$ cat config.mk
export PLATFORM = sky130hd
export DESIGN_NAME = fdms_frame_ctrl
export DESIGN_NICKNAME = d
export VERILOG_FILES = /design/src/rtl/fdms_pkg.sv /design/src/rtl/fdms_frame_ctrl.sv
export SDC_FILE = /design/constraint.sdc
export NUM_CORES = 1
export LEC_CHECK = 0
export ABC_AREA = 1
export BUFFER_PORTS_ARGS = -buffer_cell sky130_fd_sc_hd__buf_2
export CORE_UTILIZATION = 61
export DETAILED_ROUTE_END_ITERATION = 10
export GPL_TIMING_DRIVEN = 0
export PLACE_DENSITY = 0.86
export SYNTH_ARGS = -nofsm -noshare
export SYNTH_HDL_FRONTEND = slang
export SYNTH_SLANG_ARGS = --single-unit
$ cat constraint.sdc
create_clock -name clk_i -period 6.3 [get_ports clk_i]
set_clock_uncertainty 0.15 [all_clocks]
set_input_delay 0 -clock clk_i [delete_from_list [all_inputs] [get_ports clk_i]]
set_output_delay 0 -clock clk_i [all_outputs]
set_load 0.01 [all_outputs]
$ cat src/rtl/fdms_pkg.sv
// Shared types, constants and codes for the frame-difference motion settle block.
// Used by every module under rtl/ except fdms_ram; depends on nothing else.
`timescale 1ns / 1ps

package fdms_pkg;

  // Frame geometry
  localparam int unsigned MaxFramePixels = 131072;
  localparam int unsigned AddrW          = $clog2(MaxFramePixels);
  // position saturates one past the maximum frame size
  localparam int unsigned PosW           = $clog2(MaxFramePixels + 2);

  // Field widths
  localparam int unsigned PixW     = 8;
  localparam int unsigned SumW     = 25;
  localparam int unsigned ThrW     = 12;
  localparam int unsigned LimW     = 8;
  localparam int unsigned ProdW    = ThrW + PosW;
  localparam int unsigned CfgAddrW = 3;
  localparam int unsigned CfgDataW = 32;

  localparam logic [PosW-1:0] PosMax   = PosW'(MaxFramePixels);
  localparam logic [SumW-1:0] SumMax   = '1;
  localparam logic [ThrW-1:0] ThrReset = ThrW'(80);
  localparam logic [LimW-1:0] LimReset = LimW'(30);

  // Opcode of an input beat
  localparam logic OpCompare = 1'b0;
  localparam logic OpLoad    = 1'b1;

  // Register map: register i at byte address 4*i
  typedef enum logic {
    REG_THRESHOLD    = 1'b0,
    REG_SETTLE_LIMIT = 1'b1
  } reg_idx_e;

  typedef enum logic [1:0] {
    KIND_LOADED   = 2'd0,
    KIND_DONE     = 2'd1,
    KIND_NO_REF   = 2'd2,
    KIND_MISMATCH = 2'd3
  } result_kind_e;

  typedef enum logic [1:0] {
    PH_WAITING  = 2'd0,
    PH_MOVING   = 2'd1,
    PH_SETTLING = 2'd2
  } phase_e;

  // Input beat
  typedef struct packed {
    logic            opcode;
    logic [PixW-1:0] pixel_value;
    logic            end_of_frame;
  } pixel_in_t;

  // Result beat
  typedef struct packed {
    result_kind_e    result_kind;
    logic            motion_seen;
    phase_e          machine_state;
    logic [7:0]      still_frames;
    logic            settled_now;
    logic            move_pending;
    logic [SumW-1:0] frame_diff_sum;
  } result_out_t;

  // Reference store access
  typedef struct packed {
    logic             we;
    logic             re;
    logic [AddrW-1:0] addr;
    logic [PixW-1:0]  wdata;
  } ram_req_t;

  // Pixel leaving the position/control stage
  typedef struct packed {
    logic            eof;
    logic            cmp;
    result_kind_e    kind;
    logic [PixW-1:0] pix;
    logic [PosW-1:0] count;
  } fetch_t;

  // Frame summary entering the settle machine
  typedef struct packed {
    result_kind_e     kind;
    logic [SumW-1:0]  sum;
    logic [ProdW-1:0] limit_prod;
  } frame_t;

endpackage

$ cat src/rtl/fdms_frame_ctrl.sv
// Pixel position tracking, reference bookkeeping and frame classification.
// Issues reference store reads/writes; depends on fdms_pkg.
`timescale 1ns / 1ps

module fdms_frame_ctrl (
  input  logic               clk_i,
  input  logic               rst_ni,
  input  logic               advance_i,
  input  logic               in_valid_i,
  input  fdms_pkg::pixel_in_t in_data_i,
  output fdms_pkg::ram_req_t  ram_req_o,
  output logic               s1_valid_o,
  output fdms_pkg::fetch_t    s1_o
);

  logic [fdms_pkg::PosW-1:0] pos_q, pos_d;
  logic [fdms_pkg::PosW-1:0] ref_len_q, ref_len_d;
  logic                      ref_valid_q, ref_valid_d;
  logic                      s1_valid_q, s1_valid_d;
  fdms_pkg::fetch_t          s1_q, s1_d;

  logic                      accept;
  logic                      is_load;
  logic                      in_range;
  logic                      do_cmp;
  logic [fdms_pkg::PosW-1:0] pos_inc;
  fdms_pkg::result_kind_e    kind;

  assign accept   = in_valid_i && advance_i;
  assign is_load  = (in_data_i.opcode == fdms_pkg::OpLoad);
  assign in_range = (pos_q < fdms_pkg::PosMax);
  assign pos_inc  = (pos_q <= fdms_pkg::PosMax) ? pos_q + fdms_pkg::PosW'(1) : pos_q;
  assign do_cmp   = !is_load && ref_valid_q && (pos_q < ref_len_q) && in_range;

  // classify the frame as seen at its last beat
  always_comb begin
    priority if (is_load) begin
      kind = (pos_inc > fdms_pkg::PosMax) ? fdms_pkg::KIND_MISMATCH : fdms_pkg::KIND_LOADED;
    end else if (!ref_valid_q) begin
      kind = fdms_pkg::KIND_NO_REF;
    end else if (pos_inc != ref_len_q) begin
      kind = fdms_pkg::KIND_MISMATCH;
    end else begin
      kind = fdms_pkg::KIND_DONE;
    end
  end

  // position and reference state
  always_comb begin
    pos_d       = pos_q;
    ref_len_d   = ref_len_q;
    ref_valid_d = ref_valid_q;
    if (accept) begin
      pos_d = in_data_i.end_of_frame ? '0 : pos_inc;
      if (is_load) begin
        ref_valid_d = in_data_i.end_of_frame && (kind == fdms_pkg::KIND_LOADED);
        if (in_data_i.end_of_frame && (kind == fdms_pkg::KIND_LOADED)) begin
          ref_len_d = pos_inc;
        end
      end
    end
  end

  // hand-off to the difference stage
  always_comb begin
    s1_valid_d = advance_i ? accept : s1_valid_q;
    s1_d.eof   = in_data_i.end_of_frame;
    s1_d.cmp   = do_cmp;
    s1_d.kind  = kind;
    s1_d.pix   = in_data_i.pixel_value;
    s1_d.count = pos_inc;
  end

  // reference store access: one write or one read per beat
  assign ram_req_o.we    = accept && is_load && in_range;
  assign ram_req_o.re    = accept && do_cmp;
  assign ram_req_o.addr  = pos_q[fdms_pkg::AddrW-1:0];
  assign ram_req_o.wdata = in_data_i.pixel_value;

  always_ff @(posedge clk_i or negedge rst_ni) begin
    if (!rst_ni) begin
      pos_q       <= '0;
      ref_len_q   <= '0;
      ref_valid_q <= 1'b0;
      s1_valid_q  <= 1'b0;
    end else begin
      pos_q       <= pos_d;
      ref_len_q   <= ref_len_d;
      ref_valid_q <= ref_valid_d;
      s1_valid_q  <= s1_valid_d;
    end
  end

  always_ff @(posedge clk_i) begin
    if (advance_i) begin
      s1_q <= s1_d;
    end
  end

  assign s1_valid_o = s1_valid_q;
  assign s1_o       = s1_q;

  a_pos_bound: assert property (@(posedge clk_i) disable iff (!rst_ni)
    pos_q <= fdms_pkg::PosMax + fdms_pkg::PosW'(1))
    else $error("pixel position ran past its saturation point");

  a_load_clears_ref: assert property (@(posedge clk_i) disable iff (!rst_ni)
    accept && is_load && !in_data_i.end_of_frame |=> !ref_valid_q)
    else $error("reference still valid during a load frame");

endmodule

# After elaboration in Yosys (flattened, before gate mapping)
# Cells that the tools add are included.
dict set report op_classes {
  add_sub_neg 1
  n_lt_le_gt_ge 4
  n_eq_ne 1
  muxes 6
  n_reduce_logical 12
}
# cell n
set op_table {}
lappend op_table {{2-to-1 mux 18 bit} 2}
lappend op_table {{adder 18 x 1 -> 18 bit, second input constant} 1}
lappend op_table {{> comparator 18 bit, second input constant} 1}
lappend op_table {{less-or-equal comparator 18 bit, second input constant} 1}
lappend op_table {{< comparator 18 bit} 1}
lappend op_table {{< comparator 18 bit, second input constant} 1}
lappend op_table {{inequality test 18 bit} 1}
lappend op_table {{logical AND 1 bit} 8}
lappend op_table {{2-to-1 mux 2 bit} 4}
lappend op_table {{AND reduction 3 bit} 1}
lappend op_table {{logical NOT 2 bit} 1}
lappend op_table {{AND reduction 2 bit} 1}
lappend op_table {{logical NOT 1 bit} 1}
dict set report totals {
  reg_bits 68
  in_bits 14
  output_inout_bits 58
  wordCells 33
}

# Logic depth before layout (Yosys ltp)
# Gate-level depths: netlist of run 1.
dict set report logic_depth {
  depth_word 9
  ltp_mapped 20
  depth_no_buf 19
}

# Worst setup path after synthesis of run 1
# OpenSTA, ideal clock, no wires.
dict set report synth_path {
  kind {register -> register}
  start {reg pos_q[0] (netlist bit)}
  end {reg ref_len_q[15] (netlist bit)}
  setup_time_ps 117
  t_arrival_ps 2090
  required_ps 6033
  slack_ps 3943
  stages_incl_launch_ff 20
  path_buffers 2
  synth_period_minus_slack_ps 2357
  path_cell_list {dfrtp_1 inv_1 ha_1 inv_1 nor2_1 nand2_1 nor2_2 nand2_2 nand2_4 buf_6 nand3_1 nand2_1 nand3_1 nor2_2 nand2_2 nand2_4 nand2_4 buf_6 nand2_1 nand2_1}
}
dict set report synth_between {
  elab_chain_cells 9
  word_cells_on_any_way 12
  cone_classes {add/sub (1); order compare (2); eq/ne (1); mux (5); reduce/logical (3)}
}
# element line_no
set synth_lines {}
lappend synth_lines {{from (decl)} fdms_frame_ctrl.sv:16} ;# logic [fdms_pkg::PosW-1:0] pos_q, pos_d;
lappend synth_lines {{from (signal assigned)} fdms_frame_ctrl.sv:87} ;# pos_q <= pos_d;
lappend synth_lines {{adder 18 x 1 -> 18 bit / less-or-equal comparator 18 bit (equally long branches)} fdms_frame_ctrl.sv:32} ;# assign pos_inc = (pos_q <= fdms_pkg::PosMax) ? pos_q + fdms_pkg::PosW'(1) : pos_q;
lappend synth_lines {{2-to-1 mux 18 bit *} fdms_frame_ctrl.sv:32}
lappend synth_lines {{parallel branches: the longest is 7 deep, another holds > comparator 18 bit} -}
lappend synth_lines {{to (signal assigned)} fdms_frame_ctrl.sv:88} ;# ref_len_q <= ref_len_d;
lappend synth_lines {{to (decl)} fdms_frame_ctrl.sv:17} ;# logic [fdms_pkg::PosW-1:0] ref_len_q, ref_len_d;
# Every way passes the cells marked *.
# A chain may end at the register's enable or synchronous reset.

# Worst setup path in the final report of run 1
dict set report layout_path {
  start {reg pos_q[1] (netlist bit)}
  end {reg ref_len_q[9] (netlist bit)}
}
dict set report layout_between {
  elab_chain_cells 9
  word_cells_on_any_way 12
  cone_classes {add/sub (1); order compare (2); eq/ne (1); mux (5); reduce/logical (3)}
}
# element line_no
set layout_lines {}
lappend layout_lines {{adder 18 x 1 -> 18 bit / less-or-equal comparator 18 bit (equally long branches)} fdms_frame_ctrl.sv:32}
lappend layout_lines {{2-to-1 mux 18 bit *} fdms_frame_ctrl.sv:32}
lappend layout_lines {{via pos_inc (one bit)} fdms_frame_ctrl.sv:26} ;# logic [fdms_pkg::PosW-1:0] pos_inc;
lappend layout_lines {{parallel branches: the longest is 7 deep, another holds > comparator 18 bit} -}
# Mark *: on every way through the listed nets, which the timed path passes.

==> flow_summary.yaml, run 1 <==
run_status:
  status: "finished with violations"
  violations: "design-rule violations"
global_routing:
  antenna_found_initial: 0
  grt.total_usage_pct: 34.21
  grt_max_degree: 39
  grt_overflow: 0
  grt_first_pass_wirelength_mm: 18.57
  grt_pass1_vias: 3854
floorplanning:
  num_io_pins: 72
  die_area_um2: 7219
  start_util_pct: 64.65
  die_x_um: 84.97
  core_um2: 6495
  fp-row-count: 29
  die_h_um: 84.97
synth:
  syn-cell-area_um2: 4199
  synth_top_area_cell: "dfrtp_1"
  synth_nets: 571
  synthTopCellsByArea: "dfrtp_1 23%, edfxtp_1 21%, nand2_1 15%, nand3_1 9.5%, ha_1 5.7%"
  ys_seq_area_share_pct: 44.10
  synth.avg_cell_area_um2: 7.805
  ys_warn_count: 0
  synth_seq_cells: 68
  netlist_instances: 538
  synth_cell_type_count: 29
  synth_top_area_share_pct: 22.65
critical_path:
  crit_top_cell: "nand2_1"
  path_cells: "inv_1, ha_1, inv_1, nor2_1, nand2_1, nor2_2, nand2_2, nand2_4, buf_6, nand2_1, nand2_1, nor2_1, nand2_1, nor2_1, nand2_2, nand2_4, nand2_4, buf_6, nand2_1, nand2_1"
  path_buf_inv: 4
  crit_required_ps: 6400
  crit_start: "pos_q[1]$_DFFE_PN0P_"
  cpPeakStageDelay_ps: 480
  reg2reg_from: "pos_q[1]$_DFFE_PN0P_"
  cpLargestDelayFamily: "simple AND/OR/NAND/NOR gates"
  crit_type: "flop to flop"
  crit_slowest_cell: "dfrtp_1"
  crit_path_start_kind: "flop"
  path_max_fanout: 10
  crit_arrival_ps: 3210
  end_kind: "flop"
detailed_routing:
  initialDrtViolationCount: 479
  antenna_left: 0
  drcViolationCount: 6
  dr_total_vias: 4133
  first_pass_iters: 8
  routed_wl_mm: 11.57
  vias_per_cell: 5.789
  wl_per_cell_um: 16.21
pwr:
  peakVddDrop_v: 0.0001592
  cellLeakagePower_uw: 0.002575
  powerDensity_nw_per_um2: 237.9
placement:
  place.gp.congestion: 0.9862
  io_buffers: 71
  hpwl_mm: 8.074
  place_ws_ps: 3291
clock_tree:
  cts-resized-gates: 0
  cts_tree: "yes"
  clk_pin_slew_ps: 80
  clock-root-buffer: "clkbuf_8"
  cts_max_level: 3
  cts_hold_buf: 12
  clock_path_buffers: 2
  cts_buffers: 9
  clock_latency_ps: 370
  cts.sinks: 68
  cts_setup_buffers: 0
timing:
  hold_viol_final: 0
  tightest_slew_ps: 909.3
  slew_violations: 0
  setup_viol: 0
  setup_ws_ps: 3191
  period_needed_ps: 3109
  fin_setup_tns_ps: 0
  fin_crit_sh_pct: 49.35
  relSlewSlack_pct: 39.38
  grt_setup_unrepaired: "no"
  fmax_mhz: 321.6
final_layout:
  area_growth_pct: 18.39
  drive_gt1_share_pct: 21.82
  fin_nets: 665
  antennaDiodeCount: 0
worst_hold_path:
  min_from: "advance_i"
  hold_class: "input port to flop"
job:
  cap_violations: 0
cell usage after synthesis:
cell and number:
nand3b_1 1, buf_6 5, nor2_4 1, nand2_2 6, xor2_1 6, o22ai_1 6, a21o_1 1, o211ai_1 1
nor3_1 2, nand4_1 7, edfxtp_1 30, o2111ai_1 1, nor2_2 5, ha_1 19, nand3_2 1, a21boi_0 1
nand2_4 3, buf_4 26, o21ai_0 16, dfrtp_1 38, nand2_1 166, a21oi_1 6, clkbuf_1 6, nor2_1 46
nand3_1 80, inv_2 4, buf_1 1, inv_1 52, o21ai_2 1
worst paths after layout:
check | endpoint | slack [ps] | depth (start not counted)
worst max-delay path | ref_len_q[9]$_DFFE_PN0P_ | 3190 | 20
worst min-delay path | s1_o[15]$_DFFE_PP_ | 120 | 1
worst max register to register | ref_len_q[9]$_DFFE_PN0P_ | 3190 | 20
worst min register to register | ref_len_q[9]$_DFFE_PN0P_ | 350 | 2
max in group asynchronous | ref_len_q[8]$_DFFE_PN0P_ | 5270 | 2
min in group asynchronous | pos_q[11]$_DFFE_PN0P_ | 160 | 2
routing by layer:
layer / global-route usage [%] / up-vias / routed length [um]
met5: 0 / - / 0
li1: - / 1925 / -
met1: 44.59 / 1915 / 4685
met2: 53.89 / 255 / 5471
met4: 14.79 / 0 / 341
met3: 9.241 / 38 / 1076
logic make-up (layout without fill, tap and decap cells):
logic type                 Yosys count  count (layout)  share of synthesized area, %
AOI/OAI and AO/OA                   33              33                         4.470
xor gates and xnor gates             6               6                         1.251
adders and majority gates           19              19                         5.662
buffers and inverters               94             193                         11.62
DFF                                 68              68                         44.10
and+or+nand+nor                    318             318                         32.90
power by group:
group | switching, uW | total (uW) | internal, uW
combinational | 175 | 280 | 106
sequential | 27.7 | 532 | 504
clock | 186 | 370 | 184
registers in the layout (all words and copies together) (netlist names):
| register | cells |
|---|---|
| s1_valid_o | 1 |
| s1_o | 30 |
| pos_q | 18 |
| ref_len_q | 18 |
| ref_valid_q | 1 |
through the flow:
step | instances | area, um2 | total power, uW | hold WS [ps] | util (%)
floorplan | 538 | 4199 | 717.6 | -445.6 | -
global placement | 686 | 4651 | 798.4 | 28.53 | 71.60
detailed placement | 686 | 4651 | 806.3 | 25.49 | 71.60
CTS | 714 | 4971 | 1175 | 120.0 | 76.54
global route | 714 | 4971 | 1234 | 122.6 | 76.54
finish | 714 | 4971 | 1183 | 119.0 | 76.54
cell usage in the layout (no fill, tap or decap), types with 3 or more instances in the layout:
| master | n |
|---|---|
| edfxtp_1 | 30 |
| o21ai_0 | 16 |
| o22ai_1 | 6 |
| nand4_1 | 7 |
| buf_4 | 26 |
| buf_2 | 71 |
| nor2_1 | 46 |
| a21oi_1 | 6 |
| buf_6 | 5 |
| nand2_2 | 6 |
| inv_2 | 4 |
| dfrtp_1 | 38 |
| nand2_4 | 3 |
| ha_1 | 19 |
| xor2_1 | 6 |
| dlygate4sd3_1 | 12 |
| clkbuf_1 | 6 |
| inv_1 | 52 |
| nand3_1 | 80 |
| nand2_1 | 166 |
| nor2_2 | 5 |
| clkbuf_8 | 9 |
area by class of cell:
cell class,instances,area (um2)
tap,77,96.34
clock buffer,9,123.9
fill,473,1524
timing repair buffer,83,475.5
clock inverter,7,76.32
buffer,38,277.8
inverter,56,210.2
multi-input combinational,376,1859
sequential,68,1852
Power figures use the tool's default switching activity.
==> inputs of run 2 (changes only) <==
--- a/config.mk
+++ b/config.mk
@@ -7,10 +7,10 @@
 export LEC_CHECK = 0
 export ABC_AREA = 1
 export BUFFER_PORTS_ARGS = -buffer_cell sky130_fd_sc_hd__buf_2
-export CORE_UTILIZATION = 61
+export CORE_UTILIZATION = 57
 export DETAILED_ROUTE_END_ITERATION = 10
 export GPL_TIMING_DRIVEN = 0
-export PLACE_DENSITY = 0.86
+export PLACE_DENSITY = 0.81
 export SYNTH_ARGS = -nofsm -noshare
 export SYNTH_HDL_FRONTEND = slang
 export SYNTH_SLANG_ARGS = --single-unit
==> constraint.sdc (replaced) <==
create_clock -name clk_i -period 3 [get_ports clk_i]
set_clock_uncertainty 0.15 [all_clocks]
set_input_delay 0 -clock clk_i [delete_from_list [all_inputs] [get_ports clk_i]]
set_output_delay 0 -clock clk_i [all_outputs]
set_load 0.01 [all_outputs]
==> run 2 against run 1 <==
Against the previous run:
- the flow now finishes without violations
- sequential power grew 110%
- hold slack lost 7.6 ps
- power grew 100%
- critical path depth is the same
- setup slack lost 3000 ps
- final cell count grew 2.9%
- non-clock buffer count grew 2
- combinational power grew 110%
- count of clock-buffer cells in the layout is the same
- core utilization shrank 4.3 points
- die area grew 6.9%
- final area grew 0.93%
==> flow_summary.yaml, run 2 (synthesis results as in run 1) <==
critical_path:
  crit_required_ps: 3100
  crit_arrival_ps: 2910
  path_max_fanout: 10
  crit_type: "flop to flop"
  rr_worst_depth: 20
  crit_path_start_kind: "flop"
  end_kind: "flop"
global_routing:
  grt_pass1_vias: 3887
  grt.total_usage_pct: 32.54
  grt_max_degree: 39
  grt_first_pass_wirelength_mm: 18.61
  antenna_found_initial: 0
  grt_overflow: 0
detailed_routing:
  drcViolationCount: 0
  first_pass_iters: 5
  vias_per_cell: 5.544
  initialDrtViolationCount: 395
  dr_total_vias: 4075
  routed_wl_mm: 11.82
  antenna_left: 0
  wl_per_cell_um: 16.08
pwr:
  cellLeakagePower_uw: 0.002566
  powerDensity_nw_per_um2: 481.4
  peakVddDrop_v: 0.0002703
job:
  cap_violations: 0
final_layout:
  final_common_cell: "nand2_1"
  largest_reg_flops: 30
  final_area_um2: 5017
  fillers: 573
  final_cell_mix: "156 x nand2_1, 80 x nand3_1, 71 x buf_2"
  fin_nets: 667
  area_growth_pct: 19.49
  drive_gt1_share_pct: 24.26
  finish.utilization_pct: 72.25
  layout.cells.non_filler: 735
  antennaDiodeCount: 0
clock_tree:
  clock-root-buffer: "clkbuf_8"
  cts_max_level: 3
  clk_pin_slew_ps: 80
  clock_path_buffers: 2
  cts_buffers: 9
  clock_latency_ps: 360
  cts.sinks: 68
  cts_tree: "yes"
placement:
  place.gp.congestion: 0.9363
  io_buffers: 71
  place_ws_ps: -9.950
  hpwl_mm: 8.284
  place_area_um2: 4674
  placed_cells: 705
floorplanning:
  die_h_um: 87.83
  die_x_um: 87.83
  die_area_um2: 7714
  num_io_pins: 72
  start_util_pct: 60.47
  core_um2: 6944
  fp-row-count: 30
timing:
  relSlewSlack_pct: 39.36
  fin_crit_sh_pct: 93.71
  fmax_mhz: 355.7
  slew_violations: 0
  setup_ws_ps: 188.6
  period_needed_ps: 2811
  tightest_slew_ps: 909.6
  setup_viol: 0
  hold_viol_final: 0
run_status:
  status: "complete, no violations"
worst_hold_path:
  hold_path_depth: 1
  hold_class: "input port to flop"
## run 2: cell count changes in the layout (fill, tap and decap cells not counted), moves of 2 or more
cell and delta:
nand2_1 -10, nand2_2 +10, dfrtp_2 +2, buf_4 +2, dfrtp_1 -2
## run 2: critical path, cell delays in order (launching register included)
cell	delay, ps
dfrtp_2	420
inv_1	100
ha_1	200
inv_1	70
nor2_1	40
nand2_1	80
nor2_2	40
nand2_2	120
nand2_4	90
buf_6	170
nand2_1	110
nand2_2	110
nor2_1	120
nand3_1	150
nor2_2	120
nand2_2	90
nand2_4	100
nand2_4	120
buf_6	200
nand2_1	70
nand2_1	50
## run 2: worst paths after layout
check	startpoint	endpoint	slack (ps)
hold / removal	advance_i	s1_o[13]$_DFFE_PP_	110
max in group asynchronous	rst_ni	pos_q[0]$_DFFE_PN0P_	1900
setup / recovery	pos_q[0]$_DFFE_PN0P_	ref_len_q[9]$_DFFE_PN0P_	190
hold reg to reg	ref_len_q[6]$_DFFE_PN0P_	ref_len_q[6]$_DFFE_PN0P_	330
min in group asynchronous	rst_ni	ref_len_q[11]$_DFFE_PN0P_	180
setup reg to reg	pos_q[0]$_DFFE_PN0P_	ref_len_q[9]$_DFFE_PN0P_	190
## run 2: final cells by class
class	instances	area [um2]	area share [%]
plain buffers	38	277.8	5.536
multi-input cells	376	1889	37.66
clock buffers	9	123.9	2.469
flip-flops and latches	68	1854	36.96
inverters	56	210.2	4.190
repair buffers	85	490.5	9.776
well taps	96	120.1	2.394
clock inverters	7	51.30	1.022
## run 2: metrics by stage
step / hold WS (ps) / TNS, ps / power [uW]
4_1_cts: 127.0 / 0 / 2390
2_1_floorplan: -445.6 / 0 / 1507
3_3_place_gp: 20.66 / 0 / 1680
5_1_grt: 145.4 / -3.138 / 2518
3_5_place_dp: 40.72 / -9.950 / 1694
6_report: 111.4 / 0 / 2415
## run 2: timing repair
item                                    4_1_cts  5_1_grt
hold buffers                                 12        0
endpoints found under the setup margin        7       20
gates resized for setup                       1       13
setup buffers                                 0        2
endpoints found under the hold margin        56        0
## run 2: per-layer routing
| layer | vias to the layer above | part of all wire [%] | track usage [%] |
|---|---|---|---|
| met3 | 38 | 7.1 | 4.618 |
| met2 | 208 | 47 | 52.08 |
| met1 | 1904 | 42 | 42.92 |
| met5 | - | 0 | 0 |
| met4 | 0 | 3.9 | 17.29 |
| li1 | 1925 | - | - |
## run 2: where the power goes
part	total (uW)	switching, uW	internal, uW
Combinational	600	374	226
Sequential	1120	57.6	1060
Clock	697	394	304
==> inputs of run 3 (changes only) <==
--- a/config.mk
+++ b/config.mk
@@ -6,7 +6,7 @@
 export NUM_CORES = 1
 export LEC_CHECK = 0
 export ABC_AREA = 1
-export BUFFER_PORTS_ARGS = -buffer_cell sky130_fd_sc_hd__buf_2
+export BUFFER_PORTS_ARGS = -buffer_cell sky130_fd_sc_hd__buf_4
 export CORE_UTILIZATION = 57
 export DETAILED_ROUTE_END_ITERATION = 10
 export GPL_TIMING_DRIVEN = 0
==> run 3 against run 2 <==
Against the previous run:
- clock power barely moved
- die area did not move
- power rose by 1.5%
- non-clock buffer count rose by 3
- combinational power rose by 6.5%
- sequential share of layout area fell by 1.3 points
- sequential power barely moved
- core utilization rose by 2.7 points
- register-to-register slack got worse by 30 ps
- first-iteration DRC count rose by 5.3%
- highest routed layer unchanged
==> flow_summary.yaml, run 3 (synthesis results as in run 1) <==
global_routing:
  grt_first_pass_wirelength_mm: 18.70
  antenna_found_initial: 0
  grt.total_usage_pct: 33.07
  grt_max_degree: 39
  grt_pass1_vias: 3833
  grt_overflow: 0
critical_path:
  rr_worst_depth: 20
  crit_path_start_kind: "flop"
  reg2reg_slack_ps: 160
  crit_type: "flop to flop"
  crit_required_ps: 3090
  end_kind: "flop"
  crit_top_cell: "nand2_1"
  reg2reg_to: "ref_len_q[14]$_DFFE_PN0P_"
  reg2reg_from: "pos_q[1]$_DFFE_PN0P_"
  path_buf_inv: 4
  path_max_fanout: 10
  cpLargestDelayFamily: "simple AND/OR/NAND/NOR gates"
  crit_arrival_ps: 2940
  crit_slowest_cell: "dfrtp_2"
  cpPeakStageDelay_ps: 420
  path_cells: "inv_1, ha_1, inv_1, nor2_1, nand2_1, nor2_2, nand2_2, nand2_4, buf_6, nand2_1, nand2_2, nor2_1, nand2_1, nor2_1, nand2_2, nand2_4, nand2_4, buf_6, nand2_1, nand2_1"
final_layout:
  largest_reg_flops: 30
  final_common_cell: "nand2_1"
  area_growth_pct: 23.96
  drive_gt1_share_pct: 23.83
  layout.cells.non_filler: 738
  fillers: 540
  fin_nets: 670
  final_area_um2: 5205
  antennaDiodeCount: 0
  final_cell_mix: "159 x nand2_1, 101 x buf_4, 80 x nand3_1"
detailed_routing:
  initialDrtViolationCount: 416
  antenna_left: 0
  first_pass_iters: 6
  wl_per_cell_um: 16.11
  drcViolationCount: 0
  vias_per_cell: 5.523
  dr_total_vias: 4076
  routed_wl_mm: 11.89
clock_tree:
  clock_path_buffers: 2
  cts.sinks: 68
  clock-root-buffer: "clkbuf_8"
  cts_tree: "yes"
  cts_max_level: 3
  clock_latency_ps: 360
  cts_buffers: 9
  clk_pin_slew_ps: 80
run_status:
  status: "complete, no violations"
placement:
  placed_cells: 705
  place.gp.congestion: 0.9564
  hpwl_mm: 8.467
  io_buffers: 71
  place_area_um2: 4852
floorplanning:
  start_util_pct: 60.47
  num_io_pins: 72
  core_um2: 6944
  die_h_um: 87.83
  die_x_um: 87.83
  fp-row-count: 30
  die_area_um2: 7714
pwr:
  peakVddDrop_v: 0.0003927
  p_int_uw: 1625
  power.share.clock_pct: 28.3
  powerDensity_nw_per_um2: 470.9
  combPwrFrac_pct: 26.1
  cellLeakagePower_uw: 0.002625
  switching_share_pct: 33.71
  power_frac_seq_pct: 45.6
  p_sw_uw: 826.4
timing:
  hold_viol_final: 0
  slew_violations: 0
  period_needed_ps: 2845
  relSlewSlack_pct: 59.16
  fmax_mhz: 351.5
  grt_setup_unrepaired: "no"
  setup_viol: 0
  fin_crit_sh_pct: 94.83
  tightest_slew_ps: 612.7
  fin_setup_tns_ps: 0
worst_hold_path:
  hold_class: "input port to async pin"
job:
  cap_violations: 0
==> run 3: cell count changes in the layout (fill, tap and decap cells not counted), moves of 3 or more <==
cell,delta
buf_2,-71
nand2_2,-3
buf_4,+73
nand2_1,+3
==> run 3: worst register-to-register path: stages, from the launching register on <==
cell and delay (ps):
dfrtp_2 420, inv_1 90, ha_1 180, inv_1 60, nor2_1 40, nand2_1 80, nor2_2 40, nand2_2 110
nand2_4 90, buf_6 170, nand2_1 100, nand2_2 160, nor2_1 140, nand2_1 70, nor2_1 160, nand2_2 100
nand2_4 110, nand2_4 120, buf_6 200, nand2_1 80, nand2_1 50
==> run 3: what timing repair did <==
item / in CTS / in global routing
pin swaps: 0 / 0
endpoints found under the setup margin: 9 / 20
cloned: 0 / 0
hold buffers: 13 / 0
buffers inserted: 0 / 4
hold endpoints to repair: 86 / 0
resized for setup: 1 / 9
==> run 3: worst max path at each step <==
stage,depth (start not counted),endpoint,start,slack (ps)
3_3_place_gp,20,ref_len_q[13]$_DFFE_PN0P_,pos_q[0]$_DFFE_PN0P_,30
3_5_place_dp,20,ref_len_q[10]$_DFFE_PN0P_,pos_q[0]$_DFFE_PN0P_,-20
6_report,20,ref_len_q[14]$_DFFE_PN0P_,pos_q[1]$_DFFE_PN0P_,160
5_1_grt,20,ref_len_q[14]$_DFFE_PN0P_,pos_q[1]$_DFFE_PN0P_,0.3
2_1_floorplan,19,ref_len_q[15]$_DFFE_PN0P_,pos_q[0]$_DFFE_PN0P_,640
4_1_cts,20,ref_len_q[14]$_DFFE_PN0P_,pos_q[0]$_DFFE_PN0P_,20
==> run 3: layout make-up <==
class                      count  area, um2  share of cell area, %
buffer                        38      277.8                  5.337
clock buffer                   9      123.9                  2.380
tap                           96      120.1                  2.308
sequential                    68       1854                  35.63
multi-input combinational    376       1877                  36.06
clock inverter                 7      48.80                 0.9375
inverter                      56      210.2                  4.038
timing repair buffer          88      693.2                  13.32
==> run 3: stage by stage <==
step / total power (uW) / worst slack [ps] / hold slack [ps] / utilization [%]
after floorplan: 1507 / 642.8 / -445.6 / -
after global placement: 1710 / 26.30 / -141.9 / 69.87
after detailed placement: 1734 / -23.09 / -135.3 / 69.87
after CTS: 2424 / 23.74 / 27.33 / 74.27
after global routing: 2558 / 0.2780 / 81.62 / 74.96
final: 2451 / 155.2 / 13.41 / 74.96
==> run 3: power groups by stage <==
stage                     Clock [uW]  Combinational (uW)  Sequential [uW]
after floorplan                    0                 369             1140
after global placement             0                 577             1130
after detailed placement           0                 599             1140
after CTS                        693                 615             1120
after global routing             726                 705             1130
final                            694                 639             1120
==> run 3: metal layers <==
layer | track usage (%) | part of all wire [%]
met1 | 41.87 | 40
met4 | 16.84 | 3.4
met3 | 6.692 | 8.7
met5 | 0 | 0
met2 | 53.84 | 48
